==> src/upd_msm_pkg.sv <==
// Types, codes and header builder of the PD protocol layer.
// No dependencies; used by the core and its checker.
`timescale 1ns / 1ps

package upd_msm_pkg;

    localparam int PORT_COUNT = 2;
    localparam int RES_DEPTH  = 4;
    localparam int RES_PTR_W  = 2;
    localparam int RES_CNT_W  = 3;

    // event kinds
    localparam logic [1:0] KIND_RX      = 2'd0;
    localparam logic [1:0] KIND_CC      = 2'd1;
    localparam logic [1:0] KIND_HRESET  = 2'd2;
    localparam logic [1:0] KIND_SEND    = 2'd3;

    // control message types
    localparam logic [4:0] CT_ACCEPT        = 5'd3;
    localparam logic [4:0] CT_REJECT        = 5'd4;
    localparam logic [4:0] CT_PS_RDY        = 5'd6;
    localparam logic [4:0] CT_DR_SWAP       = 5'd9;
    localparam logic [4:0] CT_PR_SWAP       = 5'd10;
    localparam logic [4:0] CT_SOFT_RESET    = 5'd13;
    localparam logic [4:0] CT_NOT_SUPPORTED = 5'd16;

    // data message types
    localparam logic [4:0] DT_SOURCE_CAP = 5'd1;
    localparam logic [4:0] DT_REQUEST    = 5'd2;
    localparam logic [4:0] DT_VDM        = 5'd15;

    // contract states
    localparam logic [3:0] CS_IDLE       = 4'd0;
    localparam logic [3:0] CS_CAPS       = 4'd1;
    localparam logic [3:0] CS_REQUEST    = 4'd2;
    localparam logic [3:0] CS_ACCEPT     = 4'd3;
    localparam logic [3:0] CS_PS_RDY     = 4'd4;
    localparam logic [3:0] CS_ACTIVE     = 4'd6;
    localparam logic [3:0] CS_HARD_RESET = 4'd7;

    // configuration register indexes
    localparam logic [1:0] CFG_FORWARD_ENABLE = 2'd0;
    localparam logic [1:0] CFG_ROUTING_MODE   = 2'd1;
    localparam logic [1:0] CFG_COVERT_COMMAND = 2'd2;

    localparam logic [1:0] ROUTE_PASSTHROUGH = 2'd0;
    localparam logic [1:0] SPEC_REV          = 2'd2;

    // reset roles: port 0 source/DFP, port 1 sink/UFP (bit i = port i)
    localparam logic [PORT_COUNT-1:0] ROLE_RESET = 2'b01;

    typedef struct packed {
        logic [1:0]  kind;
        logic        port;
        logic [15:0] rx_header;
        logic [6:0]  vdm_command;
        logic        cc_attached;
        logic [4:0]  control_type;
    } item_t;

    typedef struct packed {
        logic        tx_valid;
        logic        tx_port;
        logic [15:0] tx_header;
        logic        copy_payload;
        logic        vbus_enable;
        logic        vbus_cut;
        logic        hard_reset_cmd;
        logic        covert_valid;
        logic [2:0]  covert_count;
        logic [3:0]  port_contract;
        logic        last;
    } result_t;

    function automatic logic [15:0] make_header(
        input logic [4:0] hdr_type,
        input logic       prole,
        input logic       drole,
        input logic [2:0] msg_id,
        input logic [2:0] nobj
    );
        make_header = {1'b0, nobj, msg_id, prole, SPEC_REV, drole, hdr_type};
    endfunction

endpackage

==> src/usb_pd_message_state_machine_core.sv <==
// Two-port USB PD protocol layer: event decode, per-port state, result queue.
// Depends on upd_msm_pkg.
`timescale 1ns / 1ps
//
//  channel   signals                                  direction  transfer when
//  ------    ---------------------------------------  ---------  ------------------------
//  event     item_valid, item_ready, item (item_t)    in         item_valid && item_ready
//  result    result_valid, result_ready, result       out        result_valid && result_ready
//  config    cfg_valid, cfg_ready, cfg_index, cfg_data in        cfg_valid && cfg_ready
//
//  An event transfer lands in the stage register and is decoded against the per-port state;
//  once the queue has room, one or two results are written into a 4-entry result queue.
//  The first result reaches the result port through the stage register and the result queue.
//  Sustained rate: one event per cycle while results drain and the queue has room; set by
//  the result port, which moves one result per cycle, so two-result events back up the queue.
//  Reset (rst_n low, async) returns all control and per-port state to reset values; no clearing pass.
//  A stalled result port fills the queue; once it holds more than two results the stage holds and item_ready drops.
//  cfg_ready is always high.

module usb_pd_message_state_machine_core (
    input  logic                     clk,
    input  logic                     rst_n,
    input  logic                     item_valid,
    output logic                     item_ready,
    input  upd_msm_pkg::item_t       item,
    output logic                     result_valid,
    input  logic                     result_ready,
    output upd_msm_pkg::result_t     result,
    input  logic                     cfg_valid,
    output logic                     cfg_ready,
    input  logic [1:0]               cfg_index,
    input  logic [6:0]               cfg_data
);

    // configuration
    logic       forward_enable_reg;
    logic [1:0] routing_mode_reg;
    logic [6:0] covert_command_reg;

    // per-port protocol state
    logic [3:0] contract_reg [upd_msm_pkg::PORT_COUNT];
    logic [3:0] contract_next [upd_msm_pkg::PORT_COUNT];
    logic [2:0] tx_id_reg [upd_msm_pkg::PORT_COUNT];
    logic [2:0] tx_id_next [upd_msm_pkg::PORT_COUNT];
    logic [2:0] rx_id_reg [upd_msm_pkg::PORT_COUNT];
    logic [2:0] rx_id_next [upd_msm_pkg::PORT_COUNT];
    logic [upd_msm_pkg::PORT_COUNT-1:0] rx_id_valid_reg, rx_id_valid_next;
    logic [upd_msm_pkg::PORT_COUNT-1:0] power_role_reg, power_role_next;
    logic [upd_msm_pkg::PORT_COUNT-1:0] data_role_reg, data_role_next;

    // stage register
    upd_msm_pkg::item_t stage_reg;
    logic               stage_valid_reg;
    logic               stage_fire;

    // result queue
    upd_msm_pkg::result_t               queue_reg [upd_msm_pkg::RES_DEPTH];
    logic [upd_msm_pkg::RES_PTR_W-1:0]  wr_ptr_reg, rd_ptr_reg;
    logic [upd_msm_pkg::RES_CNT_W-1:0]  count_reg, count_next;
    logic [1:0]                         push_n;
    logic                               pop;

    // decode
    upd_msm_pkg::result_t res0, res1;
    logic                 two_results;
    logic                 p, other;
    logic [4:0]           rx_type;
    logic [2:0]           nobj, msg_id;
    logic                 dup, fwd;
    logic                 new_prole, new_drole;

    assign cfg_ready = 1'b1;

    always_ff @(posedge clk or negedge rst_n)
    begin
        if (!rst_n)
        begin
            forward_enable_reg <= 1'b1;
            routing_mode_reg   <= '0;
            covert_command_reg <= '0;
        end
        else if (cfg_valid && cfg_ready)
        begin
            case (cfg_index)
                upd_msm_pkg::CFG_FORWARD_ENABLE: forward_enable_reg <= cfg_data[0];
                upd_msm_pkg::CFG_ROUTING_MODE:   routing_mode_reg   <= cfg_data[1:0];
                upd_msm_pkg::CFG_COVERT_COMMAND: covert_command_reg <= cfg_data;
                default: ;
            endcase
        end
    end

    // Stage advances only when the queue has room for two results.
    assign stage_fire = stage_valid_reg && (count_reg <= 3'd2);
    assign item_ready = !stage_valid_reg || stage_fire;

    always_ff @(posedge clk or negedge rst_n)
    begin
        if (!rst_n)
            stage_valid_reg <= 1'b0;
        else if (item_ready)
            stage_valid_reg <= item_valid;
    end

    always_ff @(posedge clk)
    begin
        if (item_valid && item_ready)
            stage_reg <= item;
    end

    // Event decode against current state.
    always_comb
    begin
        p         = stage_reg.port;
        other     = ~stage_reg.port;
        rx_type   = stage_reg.rx_header[4:0];
        nobj      = stage_reg.rx_header[14:12];
        msg_id    = stage_reg.rx_header[11:9];
        fwd       = forward_enable_reg
                    && (routing_mode_reg == upd_msm_pkg::ROUTE_PASSTHROUGH);
        dup       = rx_id_valid_reg[p] && (rx_id_reg[p] == msg_id);
        new_prole = ~power_role_reg[p];
        new_drole = ~data_role_reg[p];

        contract_next     = contract_reg;
        tx_id_next        = tx_id_reg;
        rx_id_next        = rx_id_reg;
        rx_id_valid_next  = rx_id_valid_reg;
        power_role_next   = power_role_reg;
        data_role_next    = data_role_reg;
        res0              = '0;
        res1              = '0;
        two_results       = 1'b0;

        case (stage_reg.kind)
            upd_msm_pkg::KIND_RX:
            begin
                if (!dup)
                begin
                    rx_id_valid_next[p] = 1'b1;
                    rx_id_next[p]       = msg_id;
                    if (nobj == 3'd0)
                    begin
                        case (rx_type)
                            upd_msm_pkg::CT_ACCEPT:
                                contract_next[p] = upd_msm_pkg::CS_ACCEPT;
                            upd_msm_pkg::CT_PS_RDY:
                            begin
                                if (contract_reg[p] == upd_msm_pkg::CS_ACCEPT)
                                begin
                                    contract_next[p] = upd_msm_pkg::CS_PS_RDY;
                                    res0.vbus_enable = 1'b1;
                                end
                            end
                            upd_msm_pkg::CT_REJECT, upd_msm_pkg::CT_NOT_SUPPORTED:
                                contract_next[p] = upd_msm_pkg::CS_IDLE;
                            upd_msm_pkg::CT_SOFT_RESET:
                                tx_id_next[p] = '0;
                            upd_msm_pkg::CT_PR_SWAP:
                            begin
                                power_role_next[p] = new_prole;
                                res0.tx_valid  = 1'b1;
                                res0.tx_port   = p;
                                res0.tx_header = upd_msm_pkg::make_header(
                                    upd_msm_pkg::CT_ACCEPT, new_prole, data_role_reg[p],
                                    tx_id_reg[p], 3'd0);
                                tx_id_next[p]  = tx_id_reg[p] + 3'd1;
                            end
                            upd_msm_pkg::CT_DR_SWAP:
                            begin
                                data_role_next[p] = new_drole;
                                res0.tx_valid  = 1'b1;
                                res0.tx_port   = p;
                                res0.tx_header = upd_msm_pkg::make_header(
                                    upd_msm_pkg::CT_ACCEPT, power_role_reg[p], new_drole,
                                    tx_id_reg[p], 3'd0);
                                tx_id_next[p]  = tx_id_reg[p] + 3'd1;
                            end
                            default: ;
                        endcase
                    end
                    else
                    begin
                        case (rx_type)
                            upd_msm_pkg::DT_SOURCE_CAP:
                            begin
                                contract_next[p] = upd_msm_pkg::CS_CAPS;
                                if (fwd)
                                begin
                                    // forwarded caps always claim source/DFP roles
                                    res0.tx_valid     = 1'b1;
                                    res0.tx_port      = other;
                                    res0.tx_header    = upd_msm_pkg::make_header(
                                        upd_msm_pkg::DT_SOURCE_CAP, 1'b1, 1'b1,
                                        tx_id_reg[other], nobj);
                                    res0.copy_payload = 1'b1;
                                    tx_id_next[other] = tx_id_reg[other] + 3'd1;
                                end
                            end
                            upd_msm_pkg::DT_REQUEST:
                            begin
                                contract_next[p] = upd_msm_pkg::CS_REQUEST;
                                if (fwd)
                                begin
                                    res0.tx_valid     = 1'b1;
                                    res0.tx_port      = other;
                                    res0.tx_header    = upd_msm_pkg::make_header(
                                        upd_msm_pkg::DT_REQUEST, power_role_reg[other],
                                        data_role_reg[other], tx_id_reg[other], nobj);
                                    res0.copy_payload = 1'b1;
                                    tx_id_next[other] = tx_id_reg[other] + 3'd1;
                                    res1.tx_valid     = 1'b1;
                                    res1.tx_port      = p;
                                    res1.tx_header    = upd_msm_pkg::make_header(
                                        upd_msm_pkg::CT_ACCEPT, power_role_reg[p],
                                        data_role_reg[p], tx_id_reg[p], 3'd0);
                                    tx_id_next[p]     = tx_id_reg[p] + 3'd1;
                                    two_results       = 1'b1;
                                end
                                else
                                begin
                                    res0.tx_valid  = 1'b1;
                                    res0.tx_port   = p;
                                    res0.tx_header = upd_msm_pkg::make_header(
                                        upd_msm_pkg::CT_ACCEPT, power_role_reg[p],
                                        data_role_reg[p], tx_id_reg[p], 3'd0);
                                    tx_id_next[p]  = tx_id_reg[p] + 3'd1;
                                end
                            end
                            upd_msm_pkg::DT_VDM:
                            begin
                                if ((stage_reg.vdm_command == covert_command_reg)
                                    && (nobj > 3'd1))
                                begin
                                    res0.covert_valid = 1'b1;
                                    res0.covert_count = nobj - 3'd1;
                                end
                            end
                            default: ;
                        endcase
                    end
                end
            end
            upd_msm_pkg::KIND_CC:
            begin
                if (!stage_reg.cc_attached
                    && (contract_reg[p] == upd_msm_pkg::CS_ACTIVE))
                begin
                    contract_next[p] = upd_msm_pkg::CS_IDLE;
                    res0.vbus_cut    = 1'b1;
                end
            end
            upd_msm_pkg::KIND_HRESET:
            begin
                res0.hard_reset_cmd = 1'b1;
                res0.vbus_cut       = 1'b1;
                contract_next[p]    = upd_msm_pkg::CS_HARD_RESET;
            end
            default:
            begin
                // local control message send, type taken as given
                res0.tx_valid  = 1'b1;
                res0.tx_port   = p;
                res0.tx_header = upd_msm_pkg::make_header(
                    stage_reg.control_type, power_role_reg[p], data_role_reg[p],
                    tx_id_reg[p], 3'd0);
                tx_id_next[p]  = tx_id_reg[p] + 3'd1;
            end
        endcase

        res0.port_contract = contract_next[p];
        res1.port_contract = contract_next[p];
        res0.last          = !two_results;
        res1.last          = 1'b1;
    end

    always_ff @(posedge clk or negedge rst_n)
    begin
        if (!rst_n)
        begin
            for (int i = 0; i < upd_msm_pkg::PORT_COUNT; i++)
            begin
                contract_reg[i] <= upd_msm_pkg::CS_IDLE;
                tx_id_reg[i]    <= '0;
                rx_id_reg[i]    <= '0;
            end
            rx_id_valid_reg <= '0;
            power_role_reg  <= upd_msm_pkg::ROLE_RESET;
            data_role_reg   <= upd_msm_pkg::ROLE_RESET;
        end
        else if (stage_fire)
        begin
            contract_reg    <= contract_next;
            tx_id_reg       <= tx_id_next;
            rx_id_reg       <= rx_id_next;
            rx_id_valid_reg <= rx_id_valid_next;
            power_role_reg  <= power_role_next;
            data_role_reg   <= data_role_next;
        end
    end

    // Result queue
    assign push_n     = stage_fire ? (two_results ? 2'd2 : 2'd1) : 2'd0;
    assign pop        = result_valid && result_ready;
    assign count_next = count_reg + {1'b0, push_n} - {2'b00, pop};

    always_ff @(posedge clk or negedge rst_n)
    begin
        if (!rst_n)
        begin
            wr_ptr_reg <= '0;
            rd_ptr_reg <= '0;
            count_reg  <= '0;
        end
        else
        begin
            wr_ptr_reg <= wr_ptr_reg + push_n;
            rd_ptr_reg <= rd_ptr_reg + {1'b0, pop};
            count_reg  <= count_next;
        end
    end

    always_ff @(posedge clk)
    begin
        if (stage_fire)
        begin
            queue_reg[wr_ptr_reg] <= res0;
            if (two_results)
                queue_reg[wr_ptr_reg + 2'd1] <= res1;
        end
    end

    assign result_valid = (count_reg != '0);
    assign result       = queue_reg[rd_ptr_reg];

endmodule

==> config.mk <==
export PLATFORM = sky130hd
export DESIGN_NAME = usb_pd_message_state_machine_core
export DESIGN_NICKNAME = d
export VERILOG_FILES = /design/src/upd_msm_pkg.sv /design/src/usb_pd_message_state_machine_core.sv
export SDC_FILE = /design/constraint.sdc
export NUM_CORES = 1
export LEC_CHECK = 0
export BUFFER_PORTS_ARGS = -buffer_cell sky130_fd_sc_hd__buf_2
export CORE_UTILIZATION = 55
export CTS_CLUSTER_SIZE = 28
export DETAILED_ROUTE_END_ITERATION = 8
export PLACE_DENSITY = 0.77
export SYNTH_ARGS = -nofsm -noshare
export SYNTH_HDL_FRONTEND = slang
export SYNTH_SLANG_ARGS = --single-unit
==> constraint.sdc <==
create_clock -name clk -period 3.95 [get_ports clk]
set_input_delay 0.395 -clock clk [delete_from_list [all_inputs] [get_ports clk]]
set_output_delay 0.395 -clock clk [all_outputs]
set_load 0.01 [all_outputs]
# After elaboration in Yosys (flattened, before gate mapping)
# Memory sizes are Yosys's and may differ from the RTL's.
# Cells that the tools add are included.
# op_classes
n_addsub	8
magnitude_cmp	9
eq_ne	22
n_mux	90
bitwise_logic	27
reduce_logical	29
# op_table
operator	n
$mux W18	6
$pmux W18 S2	2
$mux W4	12
$pmux W8 S3	2
$pmux W19 S2	1
$pmux W6 S2	3
$mux W3	11
$mux W8	4
$mux W1	27
$and A6 B6 Y6	4
$bwmux W6	4
$mux W6	4
$not A6 Y6	4
$eq A5 B4 Y1 const B	4
$mux W20	1
$mux W19	1
$mux W17	1
$pmux W8 S2	1
$eq A5 B2 Y1 const B	2
$eq A5 B3 Y1 const B	2
$logic_and A1 B1 Y1	10
$reduce_and A5 Y1	2
$and A8 B8 Y8	1
$not A8 Y8	1
49 further kinds	75
# word_totals
ff_bits	75
ram_bits	124
in_bits	46
elab_cells	208
memories	1
# mem_list
name	depth	width	rd	rd_clocked_by_memory_dff	wr	line	text
queue_reg	4	31	1	0	2	usb_pd_message_state_machine_core.sv:57	upd_msm_pkg::result_t queue_reg [upd_msm_pkg::RES_DEPTH];

# Logic depth before layout (Yosys ltp)
# logic_depth
ltp_word	15
mapped_depth	15
depth_no_buf	13

# Worst setup path after synthesis
# Ideal clock, no wire load.
# synth_path
kind	reg2reg
start	reg stage_reg, in the netlist p
end	reg count_reg[2] (netlist name)
setup_time_ps	123
arrival_ps	2873
required_time_ps	3827
path_slack_ps	954
path_stages_with_launch	14
synth_period_minus_slack_ps	2996
path_cell_list	edfxtp_1 > buf_6 > mux2i_2 > xor2_2 > a31oi_4 > and2_1 > buf_6 > nand2b_1 > ha_1 > inv_1 > ha_1 > fa_1 > xnor2_1 > xnor2_1
# synth_via
elab_chain_len	12
word_cells_on_any_way	14
classes_between	add/sub (2); eq/ne (1); mux (9); bitwise (1); reduce/logical (1)
# synth_lines
item	line	text
start, declared	usb_pd_message_state_machine_core.sv:52	upd_msm_pkg::item_t stage_reg;
start signal, assigned	usb_pd_message_state_machine_core.sv:108	stage_reg <= item;
$not A1 Y2 (implied by the code)	usb_pd_message_state_machine_core.sv:121	dup = rx_id_valid_reg[p] && (rx_id_reg[p] == msg_id);
$mux W3 (implied by the code) (3 in a row)	usb_pd_message_state_machine_core.sv:121	
$eq A3 B3 Y1	usb_pd_message_state_machine_core.sv:121	
$logic_and A1 B1 Y1 (*)	usb_pd_message_state_machine_core.sv:121	
$mux W1 (*)	usb_pd_message_state_machine_core.sv:138	if (!dup)
$mux W1 (*)	usb_pd_message_state_machine_core.sv:135	case (stage_reg.kind)
$mux W2 (*) (2 in a row)	usb_pd_message_state_machine_core.sv:303	assign push_n = stage_fire ? (two_results ? 2'd2 : 2'd1) : 2'd0;
$add A3 B2 Y3 (*)	usb_pd_message_state_machine_core.sv:305	assign count_next = count_reg + {1'b0, push_n} - {2'b00, pop};
$sub A3 B1 Y3 (*)	usb_pd_message_state_machine_core.sv:305	
named net count_next, one bit	usb_pd_message_state_machine_core.sv:59	logic [upd_msm_pkg::RES_CNT_W-1:0] count_reg, count_next;
end signal, assigned	usb_pd_message_state_machine_core.sv:319	count_reg <= count_next;
end, declared	usb_pd_message_state_machine_core.sv:59	
# Mark *: on every way through the listed nets, which the timed path passes. The rest lies on a longest branch. The select of a mux whose other input is x is not followed.
# A chain may end at the register's enable or synchronous reset.

# Worst setup path after layout
# Ends and elaborated chain as after synthesis.

==> flow_metrics.tcl <==
set metrics [dict create \
    postRouteAntennaNets 0 \
    worstPathRequired_ps 4300 \
    clock_path_buffers 2 \
    nets 928 \
    max_freq_ghz 0.301 \
    dpl.hpwl_um 16300 \
    finalPower_mw 7.24 \
    synth_seq_cells 183 \
    hold_path.class "input port to asynchronous set/reset pin" \
    syn_inst 807 \
    fp-row-count 47 \
    clkTransAtPathRegs_ps 70 \
    port_buffers 71 \
    finClkSkew_ps 11.8 \
    grt-ovfl-total 0 \
    yosysTopAreaCell "edfxtp_1" \
    drt_iter0_markers 876 \
    die_x_um 133 \
    synthFlopType "edfxtp_1" \
    maxCapViolCount 0 \
    remaining_drc_errors 0 \
    firstDrtPassIters 6 \
    slew_viol_final 0 \
    syn_area_per_cell_um2 11.6 \
    wl_per_cell_um 21.6 \
    p_leak_nw 3.94 \
    clockRootBuffer "clkbuf_16" \
    antenna_found_initial 0 \
    powerDensity_nw_per_um2 691 \
    cts_sinks 183 \
    cts_resized 0 \
    grt_pass1_wl_um 38200 \
    end_kind "flop" \
    synthTopCellsByCount "edfxtp_1, nand2_1, dfxtp_1" \
    cts-buffers-inserted 17 \
    tightest_slew_ps 1010 \
    yosysMostFrequentCell "edfxtp_1" \
    insertion_delay_ps 440 \
    layout_min_cycle_time_ps 3330 \
    die-height_um 133 \
    dieArea_um2 17600 \
    finalHoldViolations 0 \
    grt_max_degree 45 \
    fin_crit_sh_pct 84.2 \
    arrival_ps 3680 \
    ys_seq_area_share_pct 49.8 \
    place_ws_ps 710 \
    viasPerCell 6.54 \
    netlist.area_leader.share_pct 25.3 \
    io_pins 80 \
    synth.distinct_cells 89 \
    final.setup.tns_ps 0 \
    area_growth_pct 11.6 \
    start_util_pct 56.4 \
    status "complete, no violations" \
    fin_ws_ps 624 \
    dr_total_vias 7185 \
    synthArstFlopShare_pct 24.0 \
    wl_um 23800 \
    h-tree-depth 4 \
    gp_congestion 0.948 \
    largest_reg_flops 112 \
    setup_viol 0 \
    synth_area_leaders "edfxtp_1, dfxtp_1, dfrtp_1" \
    grt_pass1_vias 7044 \
    rsz0062_at_grt "no" \
    hold_buffers 0 \
    slew-limit-headroom_pct 32.4 \
    ir_worst_vdd_mv 0.682 \
    gr-usage-all-layers_pct 28.5 \
    cts_setup_buffers 0 \
    reg2reg_slack_ps 620 \
    ys_warn_count 0 \
    coreArea_um2 16600 \
    path_class "flop to flop" \
    cp-start-kind "flop" \
    cts_tree "built" \
    drive_above_1_share_pct 23.7 \
    n_antenna_cell 0 \
    path_max_fanout 28 \
    num-fill-cells 1298 \
    netlist_area_um2 9390 \
    synth_edf_count 79 \
]
## per-layer routing
layer / track usage [%] / vias up / part of all wire [%]
met2: 43.3 / 404 / 46
met3: 5.48 / 66 / 7.8
met4: 14.6 / 0 / 3.5
li1: - / 3244 / -
met1: 39.1 / 3471 / 42
met5: 0 / - / 0
## through the flow
step,cell area (um2),instances,hold WS (ps),utilization [%]
after floorplan,9400,808,99.4,-
after global routing,10500,1099,95.7,63.0
after CTS,10500,1099,57.4,63.0
after detailed placement,9910,1067,441,59.6
after global placement,9910,1067,441,59.6
final,10500,1099,40.7,63.0
## area by class of cell
class / instances / area [um2] / share of cell area, %
Clock inverter: 13 / 116 / 1.11
Multi-Input combinational cell: 542 / 4340 / 41.4
Inverter: 31 / 116 / 1.11
Sequential cell: 183 / 4680 / 44.6
Timing Repair Buffer: 91 / 505 / 4.82
Clock buffer: 19 / 454 / 4.33
Tap cell: 220 / 275 / 2.63
## cell families (layout without fill, tap and decap cells)
kind of cell | Yosys count | in the layout | share of synthesized area, %
compound gates | 234 | 234 | 19.1
simple gates | 204 | 204 | 11.5
flops | 183 | 183 | 49.8
buf+inv | 83 | 154 | 4.24
mux | 56 | 56 | 10.0
xor+xnor | 29 | 29 | 3.02
fa+ha+maj | 16 | 16 | 2.21
other cells | 2 | 3 | 0.0799
## path summary, 6_finish.rpt
path / startpoint / to / depth (start not counted)
min in group clk: item[27] / nobj[2]$_DFFE_PP_ / 1
setup reg to reg: p$_DFFE_PP_ / count_reg[2]$_DFF_PN0_ / 12
hold / removal: rst_n / covert_command_reg[2]$_DFFE_PN0P_ / 2
max in group asynchronous: rst_n / rd_ptr_reg[0]$_DFF_PN0_ / 2
hold reg to reg: queue_reg[3][17]$_SDFFE_PP0P_ / queue_reg[3][17]$_SDFFE_PP0P_ / 1
setup / recovery: p$_DFFE_PP_ / count_reg[2]$_DFF_PN0_ / 12
## placed cells by master, fill, tap and decap left out, types with 18 or more instances in the layout
| cell type | instances |
|---|---|
| nand2_1 | 61 |
| dfxtp_1 | 60 |
| edfxtp_1 | 79 |
| o21ai_0 | 29 |
| nor2_1 | 37 |
| buf_2 | 71 |
| buf_4 | 20 |
| clkbuf_16 | 18 |
| inv_1 | 26 |
| mux4_2 | 28 |
| o22ai_1 | 23 |
| o2bb2ai_1 | 33 |
| a21oi_1 | 28 |
| dfrtp_1 | 40 |
## critical path, cell delays in order, from the launching register on
cell and delay [ps]:
edfxtp_1 510, buf_4 380, nand2_1 150, o32ai_2 330
a31oi_4 240, and2_1 250, nand2b_1 180, ha_1 280
inv_1 40, ha_1 180, fa_1 370, xnor2_1 180
xnor2_1 150
## power by group
group	internal [mW]	total, mW	switching [mW]
clock	0.861	1.63	0.769
combinational	1.10	2.74	1.64
sequential	2.46	2.88	0.417
total	4.42	7.24	2.82
Note: power is estimated with default switching activity, not from simulation.
